$ cat src/xxtea_ctr_frame_crypt_unit_assert.svh
// assertion macros for the xxtea counter-mode frame unit
`ifndef XXTEA_CTR_FRAME_CRYPT_UNIT_ASSERT_SVH
`define XXTEA_CTR_FRAME_CRYPT_UNIT_ASSERT_SVH

// implication checked every clock, quiet during reset
`define XFC_ASSERT_IMP(label, clk, rst_n, a, c, msg) \
    label: assert property (@(posedge clk) disable iff (!rst_n) (a) |-> (c)) \
        else $error(msg);

// implication whose consequent is checked on the next clock
`define XFC_ASSERT_NEXT(label, clk, rst_n, a, c, msg) \
    label: assert property (@(posedge clk) disable iff (!rst_n) (a) |=> (c)) \
        else $error(msg);

`endif

$ cat src/xcf_pkg.sv
// shared types and constants for the xxtea counter-mode frame unit
`timescale 1ns / 1ps
package xcf_pkg;
    localparam int unsigned WINDOW_DEF     = 32;
    localparam int unsigned MAX_FRAME_DEF  = 32;
    localparam int unsigned ADDR_BYTES_DEF = 5;

    localparam logic [31:0] DELTA  = 32'h9E3779B9;
    localparam int unsigned ROUNDS = 6 + 52 / 2;

    localparam logic [1:0] OP_SEAL   = 2'd0;
    localparam logic [1:0] OP_OPEN   = 2'd1;
    localparam logic [1:0] OP_FORGET = 2'd2;

    localparam logic [1:0] ST_OK     = 2'd0;
    localparam logic [1:0] ST_BADLEN = 2'd1;
    localparam logic [1:0] ST_REPLAY = 2'd2;

    typedef enum logic [2:0] {
        S_IDLE,
        S_CTRB,
        S_KEYS,
        S_READ,
        S_EMIT
    } t_state;

    // request to the keystream engine and its reply
    typedef struct packed {
        logic        start;
        logic [31:0] ctr;
    } t_ks_req;

    typedef struct packed {
        logic        done;
        logic [63:0] ks;
    } t_ks_rsp;

    function automatic logic [31:0] mix(input logic [31:0] y, input logic [31:0] z,
                                        input logic [31:0] sum, input logic [31:0] k);
        mix = (((z >> 5) ^ (y << 2)) + ((y >> 3) ^ (z << 4))) ^ ((sum ^ y) + (k ^ z));
    endfunction
endpackage

$ cat src/xcf_ram.sv
// generic single-port-write ram with registered read
`timescale 1ns / 1ps
module xcf_ram #(
    parameter int unsigned WIDTH = 8,
    parameter int unsigned DEPTH = 32
) (
    input  logic                     i_clk,
    input  logic                     i_we,
    input  logic [$clog2(DEPTH)-1:0] i_waddr,
    input  logic [WIDTH-1:0]         i_wdata,
    input  logic [$clog2(DEPTH)-1:0] i_raddr,
    output logic [WIDTH-1:0]         o_rdata
);
    logic [WIDTH-1:0] r_mem [DEPTH];
    logic [WIDTH-1:0] r_rdata;

    always_ff @(posedge i_clk) begin
        if (i_we) begin
            r_mem[i_waddr] <= i_wdata;
        end
        r_rdata <= r_mem[i_raddr];
    end

    assign o_rdata = r_rdata;
endmodule

$ cat src/xcf_keystream.sv
// xxtea keystream engine, one round per clock
`timescale 1ns / 1ps
module xcf_keystream (
    input  logic              i_clk,
    input  logic              i_rst_n,
    input  logic [127:0]      i_key,
    input  xcf_pkg::t_ks_req  i_req,
    output xcf_pkg::t_ks_rsp  o_rsp
);
    localparam int unsigned RW = $clog2(xcf_pkg::ROUNDS + 1);

    logic [31:0]   r_v0, r_v1, r_sum;
    logic [RW-1:0] r_cnt;
    logic          r_busy, r_done;
    logic [31:0]   n_v0, n_v1, n_sum, k0, k1;
    logic [1:0]    e;

    always_comb begin
        n_sum = r_sum + xcf_pkg::DELTA;
        e     = n_sum[3:2];
        k0    = i_key[127 - 32 * {30'd0, e} -: 32];
        k1    = i_key[127 - 32 * {30'd0, e ^ 2'd1} -: 32];
        n_v0  = r_v0 + xcf_pkg::mix(r_v1, r_v1, n_sum, k0);
        n_v1  = r_v1 + xcf_pkg::mix(n_v0, n_v0, n_sum, k1);
    end

    always_ff @(posedge i_clk) begin
        if (!i_rst_n) begin
            r_busy <= 1'b0;
            r_done <= 1'b0;
            r_cnt  <= '0;
        end else begin
            r_done <= 1'b0;
            if (i_req.start) begin
                r_busy <= 1'b1;
                r_cnt  <= '0;
            end else if (r_busy) begin
                r_cnt <= r_cnt + 1'b1;
                if (r_cnt == RW'(xcf_pkg::ROUNDS - 1)) begin
                    r_busy <= 1'b0;
                    r_done <= 1'b1;
                end
            end
        end
    end

    always_ff @(posedge i_clk) begin
        if (i_req.start) begin
            r_v0  <= i_req.ctr;
            r_v1  <= ~i_req.ctr;
            r_sum <= '0;
        end else if (r_busy) begin
            r_v0  <= n_v0;
            r_v1  <= n_v1;
            r_sum <= n_sum;
        end
    end

    assign o_rsp.done = r_done;
    assign o_rsp.ks   = {r_v0, r_v1};
endmodule

$ cat src/xxtea_ctr_frame_crypt_unit.sv
// top level: frame buffer, counters and output sequencer
`timescale 1ns / 1ps
// Frame bytes are taken one per request while busy is low; a byte that does not end a
// frame leaves busy low. On a frame end the unit goes busy and emits results, one per
// strobe, which the receiver must take as they come. Each group of up to eight bytes
// needs a fresh keystream block of 32 XXTEA rounds at one round per cycle, then one
// frame-buffer read per byte through the registered read port. An error result is
// emitted alone, with no keystream or buffer read. The frame buffer needs no clearing
// after reset.
module xxtea_ctr_frame_crypt_unit #(
    parameter int unsigned WINDOW     = xcf_pkg::WINDOW_DEF,
    parameter int unsigned MAX_FRAME  = xcf_pkg::MAX_FRAME_DEF,
    parameter int unsigned ADDR_BYTES = xcf_pkg::ADDR_BYTES_DEF
) (
    input  logic        i_clk,
    input  logic        i_rst_n,
    input  logic        start,
    output logic        busy,
    input  logic [1:0]  i_op,
    input  logic [7:0]  i_data_byte,
    input  logic        i_frame_end,
    input  logic        i_cfg_we,
    input  logic [39:0] i_cfg_wdata,
    output logic        o_valid,
    output logic [7:0]  o_out_byte,
    output logic        o_out_last,
    output logic [1:0]  o_status
);
    `include "xxtea_ctr_frame_crypt_unit_assert.svh"

    localparam int unsigned AW = $clog2(MAX_FRAME);
    localparam int unsigned CW = $clog2(MAX_FRAME + 2);

    xcf_pkg::t_state r_state, n_state;
    logic [39:0]   r_addr;
    logic [127:0]  key;
    logic [31:0]   r_send, r_recv, r_ctr;
    logic          r_synced;
    logic [CW-1:0] r_cnt, r_len, r_idx;
    logic          r_open;
    logic [2:0]    r_ksi;
    logic [63:0]   r_ks;
    logic          r_rdv;
    logic          r_err;
    logic [1:0]    r_errst;
    logic [7:0]    rdata;
    xcf_pkg::t_ks_req ks_req;
    xcf_pkg::t_ks_rsp ks_rsp;

    logic       acc, store, fin;
    logic [CW-1:0] len_now;
    logic       bad_len, win_bad;
    logic [7:0] cb_diff;
    logic [31:0] open_ctr;
    logic [7:0] r_first;
    logic [7:0] first_now;
    logic [CW-1:0] last_idx;

    always_comb begin
        for (int i = 0; i < 16; i++) begin
            key[127 - 8 * i -: 8] =
                r_addr[8 * (ADDR_BYTES - 1 - (i % ADDR_BYTES)) +: 8];
        end
    end

    assign acc   = start && !busy;
    assign store = acc && (i_op == xcf_pkg::OP_SEAL || i_op == xcf_pkg::OP_OPEN);
    assign fin   = store && i_frame_end;
    assign len_now = (r_cnt < CW'(MAX_FRAME)) ? r_cnt + 1'b1 : CW'(MAX_FRAME + 1);
    assign bad_len = (i_op == xcf_pkg::OP_SEAL)
        ? (len_now < CW'(2) || len_now > CW'(MAX_FRAME - 1))
        : (len_now < CW'(3) || len_now > CW'(MAX_FRAME));

    // first frame byte is captured on the side so the window test needs no read
    assign first_now = (r_cnt == '0) ? i_data_byte : r_first;
    assign cb_diff   = first_now - r_recv[7:0];
    assign win_bad   = r_synced && (cb_diff == 8'd0 || {24'd0, cb_diff} > 32'(WINDOW));
    always_comb begin
        if (!r_synced) begin
            open_ctr = {24'd0, first_now};
        end else begin
            open_ctr = {r_recv[31:8], first_now};
            if (first_now < r_recv[7:0]) begin
                open_ctr = open_ctr + 32'd256;
            end
        end
    end

    // open frames index the buffer from one, so the last byte sits at r_len
    assign last_idx = r_open ? r_len : r_len - 1'b1;

    xcf_ram #(.WIDTH(8), .DEPTH(MAX_FRAME)) u_store (
        .i_clk   (i_clk),
        .i_we    (store && r_cnt < CW'(MAX_FRAME)),
        .i_waddr (r_cnt[AW-1:0]),
        .i_wdata (i_data_byte),
        .i_raddr (r_idx[AW-1:0]),
        .o_rdata (rdata)
    );

    xcf_keystream u_ks (
        .i_clk   (i_clk),
        .i_rst_n (i_rst_n),
        .i_key   (key),
        .i_req   (ks_req),
        .o_rsp   (ks_rsp)
    );

    always_comb begin
        n_state = r_state;
        unique case (r_state)
            xcf_pkg::S_IDLE: begin
                if (fin) begin
                    if (bad_len || (i_op == xcf_pkg::OP_OPEN && win_bad)) begin
                        n_state = xcf_pkg::S_EMIT;
                    end else if (i_op == xcf_pkg::OP_SEAL) begin
                        n_state = xcf_pkg::S_CTRB;
                    end else begin
                        n_state = xcf_pkg::S_KEYS;
                    end
                end
            end
            xcf_pkg::S_CTRB: n_state = xcf_pkg::S_KEYS;
            xcf_pkg::S_KEYS: if (ks_rsp.done) n_state = xcf_pkg::S_READ;
            xcf_pkg::S_READ: n_state = xcf_pkg::S_EMIT;
            xcf_pkg::S_EMIT: begin
                if (r_err || r_idx == last_idx) begin
                    n_state = xcf_pkg::S_IDLE;
                end else if (r_ksi == 3'd7) begin
                    n_state = xcf_pkg::S_KEYS;
                end else begin
                    n_state = xcf_pkg::S_READ;
                end
            end
            default: n_state = xcf_pkg::S_IDLE;
        endcase
    end

    always_comb begin
        ks_req.start = (r_state == xcf_pkg::S_KEYS) && !r_rdv;
        ks_req.ctr   = r_ctr;
        busy         = (r_state != xcf_pkg::S_IDLE);
        o_valid      = 1'b0;
        o_out_byte   = 8'd0;
        o_out_last   = 1'b0;
        o_status     = xcf_pkg::ST_OK;
        if (r_state == xcf_pkg::S_CTRB) begin
            o_valid    = 1'b1;
            o_out_byte = r_ctr[7:0];
        end else if (r_state == xcf_pkg::S_EMIT) begin
            o_valid = 1'b1;
            if (r_err) begin
                o_out_last = 1'b1;
                o_status   = r_errst;
            end else begin
                o_out_byte = rdata ^ r_ks[63 - 8 * r_ksi -: 8];
                o_out_last = (r_idx == last_idx);
            end
        end
    end

    always_ff @(posedge i_clk) begin
        if (!i_rst_n) begin
            r_state  <= xcf_pkg::S_IDLE;
            r_addr   <= '0;
            r_send   <= '0;
            r_recv   <= '0;
            r_synced <= 1'b0;
            r_cnt    <= '0;
            r_rdv    <= 1'b0;
            r_err    <= 1'b0;
        end else begin
            r_state <= n_state;
            if (i_cfg_we) begin
                r_addr   <= i_cfg_wdata;
                r_send   <= '0;
                r_recv   <= '0;
                r_synced <= 1'b0;
            end
            if (acc && i_op == xcf_pkg::OP_FORGET) begin
                r_synced <= 1'b0;
            end
            if (store) begin
                r_cnt <= fin ? '0 : len_now;
            end
            // keystream request already issued for this block
            if (ks_req.start) begin
                r_rdv <= 1'b1;
            end else if (ks_rsp.done) begin
                r_rdv <= 1'b0;
            end
            if (fin) begin
                r_err <= bad_len || (i_op == xcf_pkg::OP_OPEN && win_bad);
                if (!bad_len && i_op == xcf_pkg::OP_SEAL) begin
                    r_send <= r_send + 1'b1;
                end
                if (!bad_len && i_op == xcf_pkg::OP_OPEN && !win_bad) begin
                    r_recv   <= open_ctr;
                    r_synced <= 1'b1;
                end
            end
        end
    end

    always_ff @(posedge i_clk) begin
        if (store && r_cnt == '0) begin
            r_first <= i_data_byte;
        end
        if (fin) begin
            r_errst <= bad_len ? xcf_pkg::ST_BADLEN : xcf_pkg::ST_REPLAY;
            r_open  <= (i_op == xcf_pkg::OP_OPEN);
            r_ctr   <= (i_op == xcf_pkg::OP_SEAL) ? r_send : open_ctr;
            r_len   <= (i_op == xcf_pkg::OP_SEAL) ? len_now : len_now - 1'b1;
            r_idx   <= (i_op == xcf_pkg::OP_SEAL) ? CW'(0) : CW'(1);
            r_ksi   <= 3'd0;
        end
        if (ks_rsp.done) begin
            r_ks  <= ks_rsp.ks;
            r_ctr <= r_ctr + 1'b1;
        end
        if (r_state == xcf_pkg::S_EMIT && !r_err) begin
            r_idx <= r_idx + 1'b1;
            r_ksi <= r_ksi + 1'b1;
        end
    end

    `XFC_ASSERT_IMP(a_valid_busy, i_clk, i_rst_n, o_valid, busy,
        "result strobe while idle")
    `XFC_ASSERT_IMP(a_err_last, i_clk, i_rst_n, o_valid && o_status != xcf_pkg::ST_OK,
        o_out_last && o_out_byte == 8'd0, "error result malformed")
    `XFC_ASSERT_NEXT(a_last_idle, i_clk, i_rst_n, o_valid && o_out_last,
        !busy, "unit stays busy after last result")
    `XFC_ASSERT_IMP(a_idx_range, i_clk, i_rst_n,
        r_state == xcf_pkg::S_EMIT && !r_err, r_idx <= last_idx, "read past frame end")
endmodule

$ cat config.mk
export PLATFORM = sky130hd
export DESIGN_NAME = xxtea_ctr_frame_crypt_unit
export DESIGN_NICKNAME = d
export VERILOG_FILES = /design/src/xcf_pkg.sv /design/src/xcf_ram.sv /design/src/xcf_keystream.sv /design/src/xxtea_ctr_frame_crypt_unit.sv
export VERILOG_INCLUDE_DIRS = /design/src /design/src/src
export SDC_FILE = /design/constraint.sdc
export NUM_CORES = 2
export LEC_CHECK = 0
export BUFFER_PORTS_ARGS = -buffer_cell sky130_fd_sc_hd__buf_2
export CAP_MARGIN = 20
export CORE_MARGIN = 3
export CORE_UTILIZATION = 51
export DETAILED_ROUTE_END_ITERATION = 6
export GPL_TIMING_DRIVEN = 0
export PLACE_DENSITY_LB_ADDON = 0.08
export SLEW_MARGIN = 25
export SYNTH_ARGS = -nofsm -noshare
export SYNTH_HDL_FRONTEND = slang
export SYNTH_SLANG_ARGS = --single-unit
$ cat constraint.sdc
create_clock -name i_clk -period 21.8 [get_ports i_clk]
set_input_delay 6.54 -clock i_clk [delete_from_list [all_inputs] [get_ports i_clk]]
set_output_delay 6.54 -clock i_clk [all_outputs]
set_load 0.1 [all_outputs]
After elaboration in Yosys (flattened, before gate mapping) --
Memory sizes are Yosys's and may differ from the RTL's. A register that Yosys moved wholly into a read port is not among the register bits. Cells that the tools add are included.
Word-level totals: register bits 342, bits in writable memories 256, bits of input ports 55, output and inout port bits 13, memories kept 1
Memories:
- u_store.r_mem | words 32, bits a word 8, rd ports 1, clocked after Yosys merged registers in 1, write ports 1, line xcf_ram.sv:14 | logic [WIDTH-1:0] r_mem [DEPTH];
Operators by class: add/subtract/negate cells 20, magnitude comparators 7, equal/unequal tests 11, shift operators 3, mux-type cells 57, bitwise operators 15, reductions and logical operators 36
Operators by type and width (number):
- 32-bit 2-to-1 mux | 15
- 159-bit by 33-bit variable part select with 32-bit output | 2
- 32-bit adder | 6
- 32-bit XOR | 6
- 71-bit by 33-bit variable part select with 8-bit output | 1
- 32-bit by 1-bit adder with 32-bit output (second input constant) | 2
- 27-bit by 32-bit XOR with 32-bit output | 2
- 29-bit by 32-bit XOR with 32-bit output | 2
- 6-bit 2-to-1 mux | 6
- 32-bit adder (second input constant) | 1
- 32-bit by 9-bit adder with 32-bit output (second input constant) | 1
- 8-bit 2-to-1 mux | 4
- 32-bit NOT | 1
- 1-bit 2-to-1 mux | 20
- 6-bit by 1-bit adder with 6-bit output (second input constant) | 3
- 7-bit by 7-bit subtractor with 8-bit output (first input constant) | 2
- 3-bit 2-to-1 mux | 5
- 3-bit case mux with 5 select lines | 1
- 1-bit logical AND | 13
- 6-bit by 2-bit less-than comparator with 1-bit output (second input constant) | 2
- 2-bit 2-to-1 mux | 6
- 6-bit by 1-bit subtractor with 6-bit output (second input constant) | 2
- 8-bit by 6-bit greater-than comparator with 1-bit output (second input constant) | 1
- 8-bit zero test | 1
- 28 further kinds | 44

Longest topological paths before layout --
depth after elaboration 13, gate-level depth with buffers 52, depth with buffers taken out 51

Cells and area by module --
Synthesis repeated with hierarchy kept, for this count alone.
Unflattened totals: cell total of the unflattened synthesis 3726, area total of the unflattened synthesis 40009.6 µm²
By module, submodules not included:
- xcf_keystream | instances 1, cells an instance 2114, area each 17752.0 µm², sequential area each 2722.6 µm²
- xxtea_ctr_frame_crypt_unit | instances 1, cells an instance 1195, area each 12204.2 µm², sequential area each 5985.7 µm²
- xcf_ram | instances 1, cells an instance 417, area each 10053.4 µm², sequential area each 7847.5 µm²

Worst setup path before layout --
No wires, ideal clock.
path kind reg2out, start register r_ksi[0], end output o_out_byte[6], arrival 4.199 ns, data required time 15.260 ns, setup slack 11.061 ns, stages on the path, launching flop included 7, path buffers 2, path through edfxtp_1 clkbuf_1 buf_1 mux4_2 mux2i_1 xor2_1 o21ai_0
On the way: longest elaborated chain between the ends 6
RTL lines:
- from (decl) | line xxtea_ctr_frame_crypt_unit.sv:41 | logic [2:0] r_ksi;
- from (signal assigned) | line xxtea_ctr_frame_crypt_unit.sv:223 | r_ksi <= r_ksi + 1'b1;
- 6-bit by 6-bit subtractor with 7-bit output | line xxtea_ctr_frame_crypt_unit.sv:156 | o_out_byte = rdata ^ r_ks[63 - 8 * r_ksi -: 8];
- 71-bit by 33-bit variable part select with 8-bit output | line xxtea_ctr_frame_crypt_unit.sv:156
- 8-bit XOR | line xxtea_ctr_frame_crypt_unit.sv:156
- 8-bit 2-to-1 mux | line xxtea_ctr_frame_crypt_unit.sv:152 | if (r_err) begin
- 8-bit 2-to-1 mux | line xxtea_ctr_frame_crypt_unit.sv:150 | end else if (r_state == xcf_pkg::S_EMIT) begin
- 8-bit 2-to-1 mux | line xxtea_ctr_frame_crypt_unit.sv:147 | if (r_state == xcf_pkg::S_CTRB) begin
- to (decl) | line xxtea_ctr_frame_crypt_unit.sv:25 | output logic [7:0] o_out_byte,
Every way passes these cells.

Worst setup path after layout --
start register u_ks.r_sum[0], end register u_ks.r_v1[31], data pin
On the way: longest elaborated chain between the ends 13
RTL lines:
- from (decl) | line xcf_keystream.sv:12 | logic [31:0] r_v0, r_v1, r_sum;
- from (signal assigned) | line xcf_keystream.sv:55 | r_sum <= n_sum;
- 32-bit adder (*) | line xcf_keystream.sv:19 | n_sum = r_sum + xcf_pkg::DELTA;
- 7-bit by 7-bit subtractor with 8-bit output | line xcf_keystream.sv:21 | k0 = i_key[127 - 32 * {30'd0, e} -: 32];
- 159-bit by 33-bit variable part select with 32-bit output | line xcf_keystream.sv:21
- 32-bit XOR | line xcf_pkg.sv:40 | mix = (((z >> 5) ^ (y << 2)) + ((y >> 3) ^ (z << 4))) ^ ((sum ^ y) + (k ^ z));
- 32-bit adder | line xcf_pkg.sv:40
- 32-bit XOR | line xcf_pkg.sv:40
- 32-bit adder | line xcf_keystream.sv:23 | n_v0 = r_v0 + xcf_pkg::mix(r_v1, r_v1, n_sum, k0);
- 27-bit by 32-bit XOR with 32-bit output, or another cell as far along | line xcf_pkg.sv:40
- 32-bit adder | line xcf_pkg.sv:40
- 32-bit XOR (*) | line xcf_pkg.sv:40
- 32-bit adder (*) | line xcf_keystream.sv:24 | n_v1 = r_v1 + xcf_pkg::mix(n_v0, n_v0, n_sum, k1);
- 32-bit 2-to-1 mux (*) | line xcf_keystream.sv:52 | end else if (r_busy) begin
- 32-bit 2-to-1 mux (*) | line xcf_keystream.sv:48 | if (i_req.start) begin
- to (signal assigned) | line xcf_keystream.sv:50 | r_v1 <= ~i_req.ctr;
- to (signal assigned) | line xcf_keystream.sv:54 | r_v1 <= n_v1;
- to (decl) | line xcf_keystream.sv:12
Mark *: on every way between the ends. The rest lies on a longest branch, timed or not. The select of a mux whose other input is x is not followed. A chain may end at the register's enable or synchronous reset.

==> results.yml <==
setup_path:
  cpMostUsedCell: "xnor2_1"
  slowest_delay_ps: 790
  critPathKind: "reg2reg"
  critical_path.max_fanout: 10
  crit_required_ps: 22160
  end_kind: "register"
  slowest_stage: "o2bb2ai_1"
  critPathLaunchType: "register"
  critPathLaunch: "u_ks.r_sum[0]"
  crit_arrival_ps: 13790
  reg2reg_from: "u_ks.r_sum[0]"
synthesis:
  synth_area_um2: 39360
  syn_nets: 4057
  synth_seq_cells: 606
  syn_inst: 3783
  synthFlopType: "edfxtp_1"
  yosys_warnings: 0
  syn-mean-instance-area_um2: 10.41
  yosysUniqueCellTypes: 116
  synth_edf_count: 442
  async_flop_share_pct: 0
  seq_area_frac_synth_pct: 42.06
floorplan:
  die_h_um: 283.8
  io_pins: 68
  die_w_um: 283.8
  initial_utilization_pct: 51.66
  dieArea_um2: 80550
  placementRows: 101
  core_um2: 76200
timing:
  hold_viol: 0
  fin_crit_ps: 13430
  relSlewSlack_pct: 11.67
  setup-tns-final_ps: 0
  setup_violations: 0
  slew_violations: 0
  clock_skew_ps: 58.75
  finalCritPeriodShare_pct: 61.61
  worstMarginPinSlew_ps: 1311
  rsz0062_at_grt: "no"
  fmaxAchievable_ghz: 0.07445
global_routing:
  grt_pass1_vias: 28220
  grt_max_degree: 46
  grt_overflow: 0
  grt_usage_pct: 30.34
  antenna_found_initial: 1
  grt_pass1_wl_mm: 183.4
drt:
  met2_length_mm: 53.77
  ant_nets: 0
  first_pass_iters: 6
  via_count: 29850
  met1Wirelength_mm: 55.58
  wl_per_cell_um: 24.76
  drc: 0
  top_layer_used: "met4"
  routed_wl_mm: 123.8
  drt_iter0_drc: 3177
  dr_wl_met3_mm: 10.78
  viasPerCell: 5.968
clock_tree:
  h-tree-depth: 3
  clk_path_buf_depth: 3
  root_buffer: "clkbuf_16"
  cts_resized: 0
  clk_latency_ps: 650
  clock-sinks: 606
  path_clk_slew_ps: 60
  postCtsSetupBuffers: 0
  cts_tree: "yes"
  numCtsBuffers: 68
  hold_buffers: 0
finish:
  num-fill-cells: 6659
  nets: 4194
  syn2layout_area_growth_pct: 10.47
  drive_gt1_share_pct: 9.544
place:
  port_buffers: 65
  gp_congestion: 0.9605
  dpl.hpwl_mm: 96.63
worst_hold_path:
  hold_path.class: "reg2reg"
  min_from: "u_ks.r_v0[8]"
job:
  max_cap_viol_count: 0
run_status:
  status: "finished, final reports clean"
[per-layer routing]
| metal | GRT usage (%) | vias up |
|---|---|---|
| met1 | 44.93 | 14490 |
| met3 | 5.502 | 166 |
| met5 | 0 | - |
| met4 | 8.971 | 0 |
| met2 | 45.41 | 1148 |
| li1 | - | 14050 |
[sequential cells by signal (all words and copies together) (netlist names), 2 cells and up]
signal           cells
r_idx                6
u_ks.r_v0           32
u_ks.r_v1           32
r_send              32
u_ks.r_sum          32
r_first              8
r_errst              2
r_cnt                6
r_ctr               32
r_state              3
u_store.o_rdata      8
r_ksi                3
r_recv              32
u_ks.r_cnt           6
r_ks                64
u_store.r_mem      256
r_addr              40
r_len                6
[metrics by stage]
stage / instance area, um2 / hold WS [ps] / util, % / setup slack [ps] / std cells
3_5_place_dp: 41090 / 449.0 / 53.92 / 8593 / 4880
6_report: 43490 / 443.4 / 57.07 / 8368 / 5002
2_1_floorplan: 39360 / 433.4 / - / 11060 / 3783
3_3_place_gp: 40980 / 450.3 / 53.78 / 8242 / 4878
5_1_grt: 43480 / 459.3 / 57.06 / 7607 / 5001
4_1_cts: 43470 / 452.6 / 57.05 / 8538 / 5001
[final timing paths]
| check | endpoint | depth (start not counted) | slack, ps |
|---|---|---|---|
| max reg2reg | u_ks.r_v1[31] | 49 | 8370 |
| max | u_ks.r_v1[31] | 49 | 8370 |
| min reg2reg | r_ks[40] | 0 | 440 |
| min | r_ks[40] | 0 | 440 |
[area by class of cell]
class | count | area (um2) | area share (%)
tap | 1030 | 1289 | 2.964
sequential | 606 | 16560 | 38.08
clock buffer | 89 | 1851 | 4.255
timing repair buffer | 67 | 372.9 | 0.8574
clock inverter | 32 | 533.0 | 1.226
multi-input combinational | 2937 | 21940 | 50.45
inverter | 92 | 350.3 | 0.8056
buffer | 148 | 590.6 | 1.358
antenna | 1 | 2.502 | 0.005755
[cell usage in the layout (no fill, tap or decap), drive strengths merged, types with 9 or more instances in the layout]
cell and instances:
a211o 9, a211oi 15, a21boi 30, a21o 89
a21oi 260, a221oi 14, a31oi 27, and2 47
and3 43, and4 10, buf 94, bufinv 9
clkbuf 210, clkinv 20, dfxtp 164, edfxtp 442
ha 213, inv 91, mux2i 77, mux4 102
nand2 372, nand2b 28, nand3 105, nand3b 11
nand4 32, nor2 275, nor2b 80, nor3 75
nor4 10, o211ai 12, o21a 31, o21ai 195
o21bai 22, o31a 12, o31ai 17, or2 11
or3 32, xnor2 371, xor2 204
[critical path, delay by kind of cell (launching register included)]
| family | cells | cell delay (ps) |
|---|---|---|
| AO/OA/AOI/OAI | 23 | 6030 |
| XOR/XNOR | 9 | 1810 |
| adder cells (fa/ha/maj) | 7 | 2550 |
| buffers and inverters | 2 | 1060 |
| flip-flops | 1 | 450 |
| multiplexers | 1 | 110 |
| AND/OR/NAND/NOR | 7 | 1120 |
[Yosys cell counts, drive strengths merged, types with 11 or more instances]
| library cell | n | area, um2 |
|---|---|---|
| clkbuf | 120 | 450.4 |
| o211ai | 12 | 108.9 |
| nor3 | 75 | 402.9 |
| a211oi | 15 | 122.6 |
| buf | 28 | 137.6 |
| and2 | 47 | 300.3 |
| nand2b | 28 | 175.2 |
| mux4 | 102 | 2297 |
| nand3 | 105 | 525.5 |
| edfxtp | 442 | 13270 |
| dfxtp | 164 | 3283 |
| o31ai | 17 | 146.4 |
| a31oi | 27 | 168.9 |
| mux2i | 77 | 783.3 |
| a21o | 89 | 669.4 |
| ha | 213 | 2665 |
| a21oi | 260 | 1335 |
| a221oi | 14 | 135.1 |
| nor2 | 275 | 1035 |
| o21bai | 22 | 168.9 |
| o31a | 12 | 105.1 |
| nand3b | 11 | 82.58 |
| or3 | 32 | 200.2 |
| and3 | 43 | 271.5 |
| o21a | 31 | 232.7 |
| a21boi | 30 | 225.2 |
| xor2 | 204 | 1836 |
| inv | 90 | 337.8 |
| o21ai | 195 | 983.5 |
| nand2 | 372 | 1396 |
| or2 | 11 | 68.82 |
| xnor2 | 371 | 3272 |
| nand4 | 32 | 200.2 |
| nor2b | 80 | 500.5 |
[cell families after synthesis]
family | count (synthesis) | synth area share, %
buf+inv | 240 | 2.384
compound gates | 794 | 12.91
mux | 187 | 8.054
fa+ha+maj | 222 | 7.155
flops | 606 | 42.06
simple gates | 1151 | 13.98
xor+xnor | 583 | 13.45
Power is left out: the tool's default activity adds up to more than one toggle a clock period on the data nets, which glitch-free logic cannot reach.
